`src/rtl/core/pla_pkg.sv`:
```
// ----------------------------------------------------------------------------
// pla_pkg
// Shared types and constants of the paged linear allocator.
// ----------------------------------------------------------------------------
`default_nettype none

package pla_pkg;

  // Field widths of the request and response channels
  localparam int unsigned SIZE_W  = 25;
  localparam int unsigned ALIGN_W = 5;
  localparam int unsigned OFFS_W  = 24;
  localparam int unsigned PIDX_W  = 4;
  localparam int unsigned PCNT_W  = 5;

  // Alignment math runs wide enough for 2^31 alignments plus the carry
  localparam int unsigned WIDE_W = 33;

  // Register port
  localparam int unsigned ADDR_W   = 3;
  localparam int unsigned DATA_W   = 32;
  localparam int unsigned REG_IDX_W = 1;
  localparam logic [REG_IDX_W-1:0] REG_PAGE_SIZE = 1'b0;
  localparam logic [SIZE_W-1:0] PAGE_SIZE_RST = 25'd2097152;

  // Request modes
  localparam logic MODE_ALLOC  = 1'b0;
  localparam logic MODE_REWIND = 1'b1;

  typedef enum logic [1:0] {
    ST_OK       = 2'd0,
    ST_TOO_BIG  = 2'd1,
    ST_NO_FIT   = 2'd2,
    ST_NO_PAGES = 2'd3
  } status_e;

  typedef struct packed {
    logic               mode;
    logic [SIZE_W-1:0]  size_bytes;
    logic [ALIGN_W-1:0] align_log2;
  } req_t;

  typedef struct packed {
    status_e           status;
    logic [PIDX_W-1:0] page_index;
    logic [OFFS_W-1:0] byte_offset;
    logic              new_page;
    logic [PCNT_W-1:0] pages_in_pool;
  } rsp_t;

endpackage

`default_nettype wire

```
`src/rtl/core/pla_if.sv`:
```
// ----------------------------------------------------------------------------
// pla_if
// Valid/ready channels carrying allocator requests and responses.
// ----------------------------------------------------------------------------
`default_nettype none

interface pla_req_if;
  import pla_pkg::*;

  logic               valid;
  logic               ready;
  logic               mode;
  logic [SIZE_W-1:0]  size_bytes;
  logic [ALIGN_W-1:0] align_log2;

  modport source (output valid, mode, size_bytes, align_log2, input ready);
  modport sink   (input valid, mode, size_bytes, align_log2, output ready);
endinterface

interface pla_rsp_if;
  import pla_pkg::*;

  logic              valid;
  logic              ready;
  logic [1:0]        status;
  logic [PIDX_W-1:0] page_index;
  logic [OFFS_W-1:0] byte_offset;
  logic              new_page;
  logic [PCNT_W-1:0] pages_in_pool;

  modport source (output valid, status, page_index, byte_offset, new_page, pages_in_pool,
                  input ready);
  modport sink   (input valid, status, page_index, byte_offset, new_page, pages_in_pool,
                  output ready);
endinterface

`default_nettype wire

```
`src/rtl/core/pla_core.sv`:
```
// ----------------------------------------------------------------------------
// pla_core
// Allocator state and the single-pass align / fit / page-switch decision.
// ----------------------------------------------------------------------------
`default_nettype none

module pla_core #(
  parameter int unsigned MAX_PAGES = 16
) (
  input  wire logic                  clk_i,
  input  wire logic                  rst_ni,
  input  wire logic                  step_i,
  input  wire pla_pkg::req_t         req_i,
  input  wire logic [pla_pkg::SIZE_W-1:0] page_size_i,
  output pla_pkg::rsp_t              rsp_o
);
  import pla_pkg::*;

  localparam int unsigned PW = (MAX_PAGES > 1) ? $clog2(MAX_PAGES) : 1;
  localparam int unsigned CW = $clog2(MAX_PAGES + 1);
  localparam logic [CW-1:0] CNT_MAX = CW'(MAX_PAGES);

  logic          have_q, have_d;
  logic [PW-1:0] cur_q, cur_d;
  logic [SIZE_W-1:0] fill_q, fill_d;
  logic [CW-1:0] cnt_q, cnt_d;

  logic [WIDE_W-1:0] mask, asize, aoff, blk_end, psize_w;
  logic [CW-1:0]     next_pg;
  logic              too_big, need_switch, need_new, exhausted, no_fit;

  // Alignment, fit check and page-switch decision
  always_comb begin
    mask     = (WIDE_W'(1) << req_i.align_log2) - WIDE_W'(1);
    asize    = (WIDE_W'(req_i.size_bytes) + mask) & ~mask;
    aoff     = (WIDE_W'(fill_q) + mask) & ~mask;
    blk_end  = aoff + asize;
    psize_w  = WIDE_W'(page_size_i);
    too_big  = req_i.size_bytes > page_size_i;
    need_switch = !have_q || (blk_end > psize_w);
    next_pg  = have_q ? (CW'(cur_q) + CW'(1)) : '0;
    need_new = next_pg >= cnt_q;
    exhausted = need_new && (cnt_q >= CNT_MAX);
    no_fit   = asize > psize_w;
  end

  // Next state and response
  always_comb begin
    have_d = have_q;
    cur_d  = cur_q;
    fill_d = fill_q;
    cnt_d  = cnt_q;
    rsp_o.status        = ST_OK;
    rsp_o.page_index    = PIDX_W'(cur_q);
    rsp_o.byte_offset   = '0;
    rsp_o.new_page      = 1'b0;
    rsp_o.pages_in_pool = PCNT_W'(cnt_q);

    if (req_i.mode == MODE_REWIND) begin
      have_d = 1'b0;
      cur_d  = '0;
      fill_d = '0;
      rsp_o.page_index = '0;
    end else if (too_big) begin
      rsp_o.status = ST_TOO_BIG;
    end else if (need_switch && exhausted) begin
      rsp_o.status = ST_NO_PAGES;
    end else if (need_switch) begin
      // move to the next page, creating it when the pool has none spare
      have_d = 1'b1;
      cur_d  = PW'(next_pg);
      if (need_new) cnt_d = cnt_q + CW'(1);
      rsp_o.page_index    = PIDX_W'(next_pg);
      rsp_o.new_page      = 1'b1;
      rsp_o.pages_in_pool = need_new ? PCNT_W'(cnt_q + CW'(1)) : PCNT_W'(cnt_q);
      if (no_fit) begin
        fill_d = '0;
        rsp_o.status = ST_NO_FIT;
      end else begin
        fill_d = asize[SIZE_W-1:0];
      end
    end else begin
      fill_d = blk_end[SIZE_W-1:0];
      rsp_o.byte_offset = aoff[OFFS_W-1:0];
    end
  end

  // State registers
  always_ff @(posedge clk_i or negedge rst_ni) begin
    if (!rst_ni) begin
      have_q <= 1'b0;
      cur_q  <= '0;
      fill_q <= '0;
      cnt_q  <= '0;
    end else if (step_i) begin
      have_q <= have_d;
      cur_q  <= cur_d;
      fill_q <= fill_d;
      cnt_q  <= cnt_d;
    end
  end

endmodule

`default_nettype wire

```
`src/rtl/core/paged_linear_allocator.sv`:
```
// ----------------------------------------------------------------------------
// paged_linear_allocator
// Paged bump allocator: aligned allocations from a pool of equal pages.
// ----------------------------------------------------------------------------
// Usage:
//   req_i carries one request per transaction: mode 0 allocates size_bytes
//   aligned to 2^align_log2, mode 1 rewinds to the first page of the pool.
//   rsp_o returns exactly one response per request, in order: status,
//   page_index, aligned byte_offset, new_page and pages_in_pool.
//   page_size is set through the APB port at byte address 0; write it only
//   while no request is in flight.
// Pipeline and throughput:
//   A request goes into an input register, is decided in one pass of
//   align, add and compare logic against the allocator state, and lands in
//   the response register, which drives rsp valid. One request per cycle is
//   sustained while rsp_o is not stalled; the allocator state is updated
//   once per request at the same edge the response is registered.
// Reset and stall:
//   Reset empties the pool, drops the current page and sets page_size to
//   2 MiB. While rsp_o is stalled one more request is held in the input
//   register; after that req_i.ready drops until the response is taken.
// ----------------------------------------------------------------------------
`default_nettype none

module paged_linear_allocator #(
  parameter int unsigned MAX_PAGES = 16
) (
  input  wire logic                        clk_i,
  input  wire logic                        rst_ni,
  pla_req_if.sink                          req_i,
  pla_rsp_if.source                        rsp_o,
  input  wire logic                        psel,
  input  wire logic                        penable,
  input  wire logic                        pwrite,
  input  wire logic [pla_pkg::ADDR_W-1:0]  paddr,
  input  wire logic [pla_pkg::DATA_W-1:0]  pwdata,
  output logic      [pla_pkg::DATA_W-1:0]  prdata,
  output logic                             pready
);
  import pla_pkg::*;

  logic [SIZE_W-1:0] page_size_q;
  logic              in_valid_q;
  req_t              in_req_q;
  logic              out_valid_q;
  rsp_t              out_rsp_q;
  rsp_t              core_rsp;
  logic              advance;
  logic              reg_hit;

  // Register file: one register, page_size
  assign pready  = 1'b1;
  assign reg_hit = paddr[ADDR_W-1:2] == REG_PAGE_SIZE;
  assign prdata  = reg_hit ? DATA_W'(page_size_q) : '0;

  always_ff @(posedge clk_i or negedge rst_ni) begin
    if (!rst_ni) begin
      page_size_q <= PAGE_SIZE_RST;
    end else if (psel && penable && pwrite && reg_hit) begin
      page_size_q <= pwdata[SIZE_W-1:0];
    end
  end

  // Pipeline control
  assign advance     = in_valid_q && (!out_valid_q || rsp_o.ready);
  assign req_i.ready = !in_valid_q || advance;

  // Input register
  always_ff @(posedge clk_i or negedge rst_ni) begin
    if (!rst_ni) begin
      in_valid_q <= 1'b0;
    end else if (req_i.ready) begin
      in_valid_q <= req_i.valid;
    end
  end

  always_ff @(posedge clk_i) begin
    if (req_i.valid && req_i.ready) begin
      in_req_q.mode       <= req_i.mode;
      in_req_q.size_bytes <= req_i.size_bytes;
      in_req_q.align_log2 <= req_i.align_log2;
    end
  end

  pla_core #(
    .MAX_PAGES (MAX_PAGES)
  ) u_core (
    .clk_i       (clk_i),
    .rst_ni      (rst_ni),
    .step_i      (advance),
    .req_i       (in_req_q),
    .page_size_i (page_size_q),
    .rsp_o       (core_rsp)
  );

  // Response register
  always_ff @(posedge clk_i or negedge rst_ni) begin
    if (!rst_ni) begin
      out_valid_q <= 1'b0;
    end else if (advance) begin
      out_valid_q <= 1'b1;
    end else if (rsp_o.ready) begin
      out_valid_q <= 1'b0;
    end
  end

  always_ff @(posedge clk_i) begin
    if (advance) out_rsp_q <= core_rsp;
  end

  assign rsp_o.valid         = out_valid_q;
  assign rsp_o.status        = out_rsp_q.status;
  assign rsp_o.page_index    = out_rsp_q.page_index;
  assign rsp_o.byte_offset   = out_rsp_q.byte_offset;
  assign rsp_o.new_page      = out_rsp_q.new_page;
  assign rsp_o.pages_in_pool = out_rsp_q.pages_in_pool;

endmodule

`default_nettype wire

```
`src/flat_wrapper.sv`:
```
// flat-port wrapper written by rule: the top's interface ports become plain ports
module paged_linear_allocator_flat import pla_pkg::*;
#(
  parameter int unsigned MAX_PAGES = 16
)
  (clk_i, rst_ni, psel, penable, pwrite, paddr, pwdata, prdata, pready, req_i_valid, req_i_mode, req_i_size_bytes, req_i_align_log2, req_i_ready, rsp_o_valid, rsp_o_status, rsp_o_page_index, rsp_o_byte_offset, rsp_o_new_page, rsp_o_pages_in_pool, rsp_o_ready);
  pla_req_if req_i_i ();
  pla_rsp_if rsp_o_i ();
  input  wire logic clk_i;
  input  wire logic rst_ni;
  input  wire logic psel;
  input  wire logic penable;
  input  wire logic pwrite;
  input  wire logic [pla_pkg::ADDR_W-1:0] paddr;
  input  wire logic [pla_pkg::DATA_W-1:0] pwdata;
  output logic      [pla_pkg::DATA_W-1:0] prdata;
  output logic pready;
  input wire logic [$bits(req_i_i.valid)-1:0] req_i_valid;
  input wire logic [$bits(req_i_i.mode)-1:0] req_i_mode;
  input wire logic [$bits(req_i_i.size_bytes)-1:0] req_i_size_bytes;
  input wire logic [$bits(req_i_i.align_log2)-1:0] req_i_align_log2;
  output wire logic [$bits(req_i_i.ready)-1:0] req_i_ready;
  output wire logic [$bits(rsp_o_i.valid)-1:0] rsp_o_valid;
  output wire logic [$bits(rsp_o_i.status)-1:0] rsp_o_status;
  output wire logic [$bits(rsp_o_i.page_index)-1:0] rsp_o_page_index;
  output wire logic [$bits(rsp_o_i.byte_offset)-1:0] rsp_o_byte_offset;
  output wire logic [$bits(rsp_o_i.new_page)-1:0] rsp_o_new_page;
  output wire logic [$bits(rsp_o_i.pages_in_pool)-1:0] rsp_o_pages_in_pool;
  input wire logic [$bits(rsp_o_i.ready)-1:0] rsp_o_ready;
  assign req_i_i.valid = req_i_valid;
  assign req_i_i.mode = req_i_mode;
  assign req_i_i.size_bytes = req_i_size_bytes;
  assign req_i_i.align_log2 = req_i_align_log2;
  assign req_i_ready = req_i_i.ready;
  assign rsp_o_valid = rsp_o_i.valid;
  assign rsp_o_status = rsp_o_i.status;
  assign rsp_o_page_index = rsp_o_i.page_index;
  assign rsp_o_byte_offset = rsp_o_i.byte_offset;
  assign rsp_o_new_page = rsp_o_i.new_page;
  assign rsp_o_pages_in_pool = rsp_o_i.pages_in_pool;
  assign rsp_o_i.ready = rsp_o_ready;
  paged_linear_allocator #(.MAX_PAGES(MAX_PAGES)) u_core (.clk_i(clk_i), .rst_ni(rst_ni), .req_i(req_i_i), .rsp_o(rsp_o_i), .psel(psel), .penable(penable), .pwrite(pwrite), .paddr(paddr), .pwdata(pwdata), .prdata(prdata), .pready(pready));
endmodule
```
`config.mk`:
```
export PLATFORM = sky130hd
export DESIGN_NAME = paged_linear_allocator_flat
export DESIGN_NICKNAME = d
export VERILOG_FILES = /design/src/rtl/core/pla_pkg.sv /design/src/rtl/core/pla_if.sv /design/src/rtl/core/pla_core.sv /design/src/rtl/core/paged_linear_allocator.sv /design/src/flat_wrapper.sv
export SDC_FILE = /design/constraint.sdc
export NUM_CORES = 1
export LEC_CHECK = 0
export ABC_AREA = 1
export BUFFER_PORTS_ARGS = -buffer_cell sky130_fd_sc_hd__buf_4
export CORE_ASPECT_RATIO = 0.7
export CORE_MARGIN = 8
export CORE_UTILIZATION = 35
export CTS_BUF_LIST = sky130_fd_sc_hd__clkbuf_8
export DETAILED_ROUTE_END_ITERATION = 7
export GPL_ROUTABILITY_DRIVEN = 0
export HOLD_SLACK_MARGIN = 0.1
export SETUP_SLACK_MARGIN = 0.02
export SLEW_MARGIN = 0
export SYNTH_ARGS = -nofsm -noshare
export SYNTH_HDL_FRONTEND = slang
export SYNTH_SLANG_ARGS = --single-unit
```
`constraint.sdc`:
```
create_clock -name clk_i -period 8.2 [get_ports clk_i]
set_input_delay 0.41 -clock clk_i [delete_from_list [all_inputs] [get_ports clk_i]]
set_output_delay 0.41 -clock clk_i [all_outputs]
set_load 0.01 [all_outputs]
```
==> results.md <==
- Final hold slack: between 0.1 and 0.15 ns
- Final setup fails: 0
- Yosys cell types: ~60
- First-pass GRT wire length: roughly 75000 um
- TritonCTS clock tree: yes
- CP Launch Point: u_core.in_req_q[0]
- Final core utilization: approximately 42%
- Leading area contributor after synthesis: ha_1
- DRC: 0
- Worst-margin pin slew: 0.843 ns
- Ports: between 100 and 150
- Area of the multi-input gates: 0.00904 mm^2
- Pwr dens: roughly 310 mW/mm^2
- Status: complete, no violations
- Vias in the first global route: 13600
- Area contributors post-synth: ha_1 15%, edfxtp_1 15%, nand2_1 14%
- Post-Synthesis Cells: between 2000 and 2500
- CTS buffer count: 17
- Most used cell, CP: nor2_1
- Seq cells post-synth: 129
- Detailed Route Iter0 Violations: 1321
- Ys async rst share: between 40% and 50%
- Number of synthesized flops with an enable pin: 67
- Area delta synth->final: 20.8%
- Die Width: about 250 um
- Most used flip-flop cell after synthesis: edfxtp_1
- RSZ-0062 raised after global routing: no
- Max stage delay cell, worst path: edfxtp_1
- Worst-path clk slew: roughly 0.090 ns
- Clock root cell: clkbuf_8
- Initial Utilization: approximately a third
- Via Count: around 14000
- CP required: around 8.6 ns
- HPWL after DPL: around 40000 um
- Data arrival time of the worst path: 8.13 ns
- Share of layout cells above drive strength 1: roughly 16%
- Setup tns final: 0 ns
- Worst rel slew slack: between 40% and 50%
- Final Hold Viols: 0
- Post-route ant nets: 0
- Synth top area share: roughly 15%
- Initial antenna violation count: 1
- Period utilisation layout: 94.5%
- Port Buffers: around 130
- GRT Overall Usage: between 20% and 30%
- Max-Cap Viols: 0
- Clock sink count: 129
- Routed WL: around 48000 um
- Seq/Total Area, Yosys: between 20% and 30%
- Crit path max fanout: 15
- FILL cells: around 4000
- Longest Clk Path Bufs: 2
- Clk Latency, worst-skew pair: ~0.50 ns
- Highest Clock Rate: between 100 and 150 MHz
- DR WL/cell: between 15 and 20 um
- Reg area: between 0.003 and 0.004 mm^2
- Synthesis Warnings: 0
- Layout Nets: approximately 2500
- Setup crit end kind: flip-flop
- Mean Syn Cell Area: between 6 and 7 um^2
- HP Class: in -> reg
- Row Count: 61
- Setup Skew: 0.0230 ns
- Maximum number of pins on one net before global-route repair: between 60 and 70
- Lkg Pwr: a little under 9 nW
- Top post-synthesis cells by count: 516 x nand2_1, 281 x inv_1, 250 x nor2_1
- CP startpoint kind: flip-flop
- Most common cell in the netlist: nand2_1
- CP Class: reg -> reg
- Final slew viol count: 0
- Overflow after GRT: 0
- Critical path's largest stage delay: 0.50 ns
- Die Area: 0.0462 mm^2
- Hold Path Origin: req_i_valid
- Die H: 182 um
- Reg-to-Reg Start: u_core.in_req_q[0]
- Via/cell ratio: just over 5
- Pre-antenna DRT Iters: 5
- Core box area: about 0.039 mm^2
- Synthesized cell area: between 0.01 and 0.015 mm^2
- CTS H-Tree Depth: 4
- Non-Filler Instances: 2777
- Tmin final: approximately 7.8 ns
- VDD IR-drop max: between 150 and 200 uV
- Post-Place Cells: between 2000 and 3000
[state kept, by name (all words and copies together) (netlist names)]
signal and flops:
u_core.in_req_q 31, u_core.page_size_q 25, u_core.u_core.fill_q 25, u_core.rsp_o.byte_offset 24, u_core.rsp_o.pages_in_pool 5, u_core.u_core.cnt_q 5, u_core.rsp_o.page_index 4, u_core.u_core.cur_q 4
u_core.rsp_o.status 2, u_core.in_valid_q 1, u_core.rsp_o.new_page 1, u_core.rsp_o.valid 1, u_core.u_core.have_q 1
[metal layers]
layer  share of wire [%]  track usage [%]  vias to the layer above
li1                    -                -                     7030
met1                  51             32.4                     6628
met2                  37             27.6                      585
met3                  10             4.95                       54
met4                 1.7             4.64                        0
met5                   0                0                        -
[repair_timing]
action | 4_1_cts | 5_1_grt
setup endpoints to repair | 2 | 71
endpoints found under the hold margin | 92 | 0
hold buffers | 32 | 0
pin swaps | 0 | 3
gates cloned | 0 | 1
resized for setup | 1 | 48
setup buffers | 0 | 4
[layout make-up]
type / count / share of cell area, %
clock inverter: 15 / 1.18
sequential: 129 / 21.3
antenna: 1 / 0.0150
timing repair buffer: 232 / 11.3
tap: 535 / 4.01
multi-input combinational: 1555 / 54.1
clock buffer: 17 / 1.40
inverter: 293 / 6.61
[through the flow]
step	area (um^2)	power [mW]	setup slack (ns)
floorplan	13900	3.15	1.13
global placement	15700	4.15	0.239
detailed placement	15700	4.23	0.0335
CTS	16400	4.88	0.0663
global route	16700	5.51	0.0366
finish	16700	5.10	0.447
[path summary, 6_finish.rpt]
check,to,slack (ns),cells past startpoint
min in group asynchronous,u_core.u_core.fill_q[23],0.56,2
hold reg to reg,u_core.u_core.cur_q[3],0.49,2
setup / recovery,u_core.u_core.fill_q[17],0.45,43
hold / removal,u_core.in_valid_q,0.14,3
max in group asynchronous,u_core.page_size_q[14],7.11,2
setup reg to reg,u_core.u_core.fill_q[17],0.45,43
[placed cells by master (no fill, tap or decap), types with 9 or more instances in the layout]
master / instances
clkbuf_8: 17
nor2_4: 9
a21oi_1: 132
nand4_1: 66
nor3_2: 9
nand2_1: 515
edfxtp_1: 67
inv_2: 12
nor3_1: 44
o21ai_0: 45
xor2_1: 36
ha_1: 161
dfrtp_1: 61
nand3_2: 15
dlygate4sd3_1: 32
buf_4: 195
nand2_2: 31
xnor2_1: 22
nand3_1: 91
inv_1: 279
nor2_1: 247
nor2_2: 16
[cell families (layout without fill, tap and decap cells)]
logic type,count (synthesis),in the layout,share of synthesized area [%]
and+or+nand+nor,1074,1074,34.6
other,2,9,0.0543
DFF,129,129,25.8
AOI/OAI and AO/OA,242,242,9.82
xor gates and xnor gates,65,65,4.12
buffers and inverters,337,557,10.4
adders and majority gates,166,166,15.2
[power breakdown]
group          total (mW)  switching (mW)  internal (mW)
Combinational        3.57            2.31           1.25
Clock               0.620           0.309          0.311
Sequential          0.917          0.0923          0.825
Total                5.10            2.71           2.39
[worst max-delay path: cells and delay by family (launching register included)]
family	cells	cell delay, ns
simple gates	25	3.50
fa+ha+maj	4	1.35
compound gates	5	0.99
buf+inv	6	0.74
xor+xnor	3	0.57
flops	1	0.50
(Power assumes the default switching activity.)
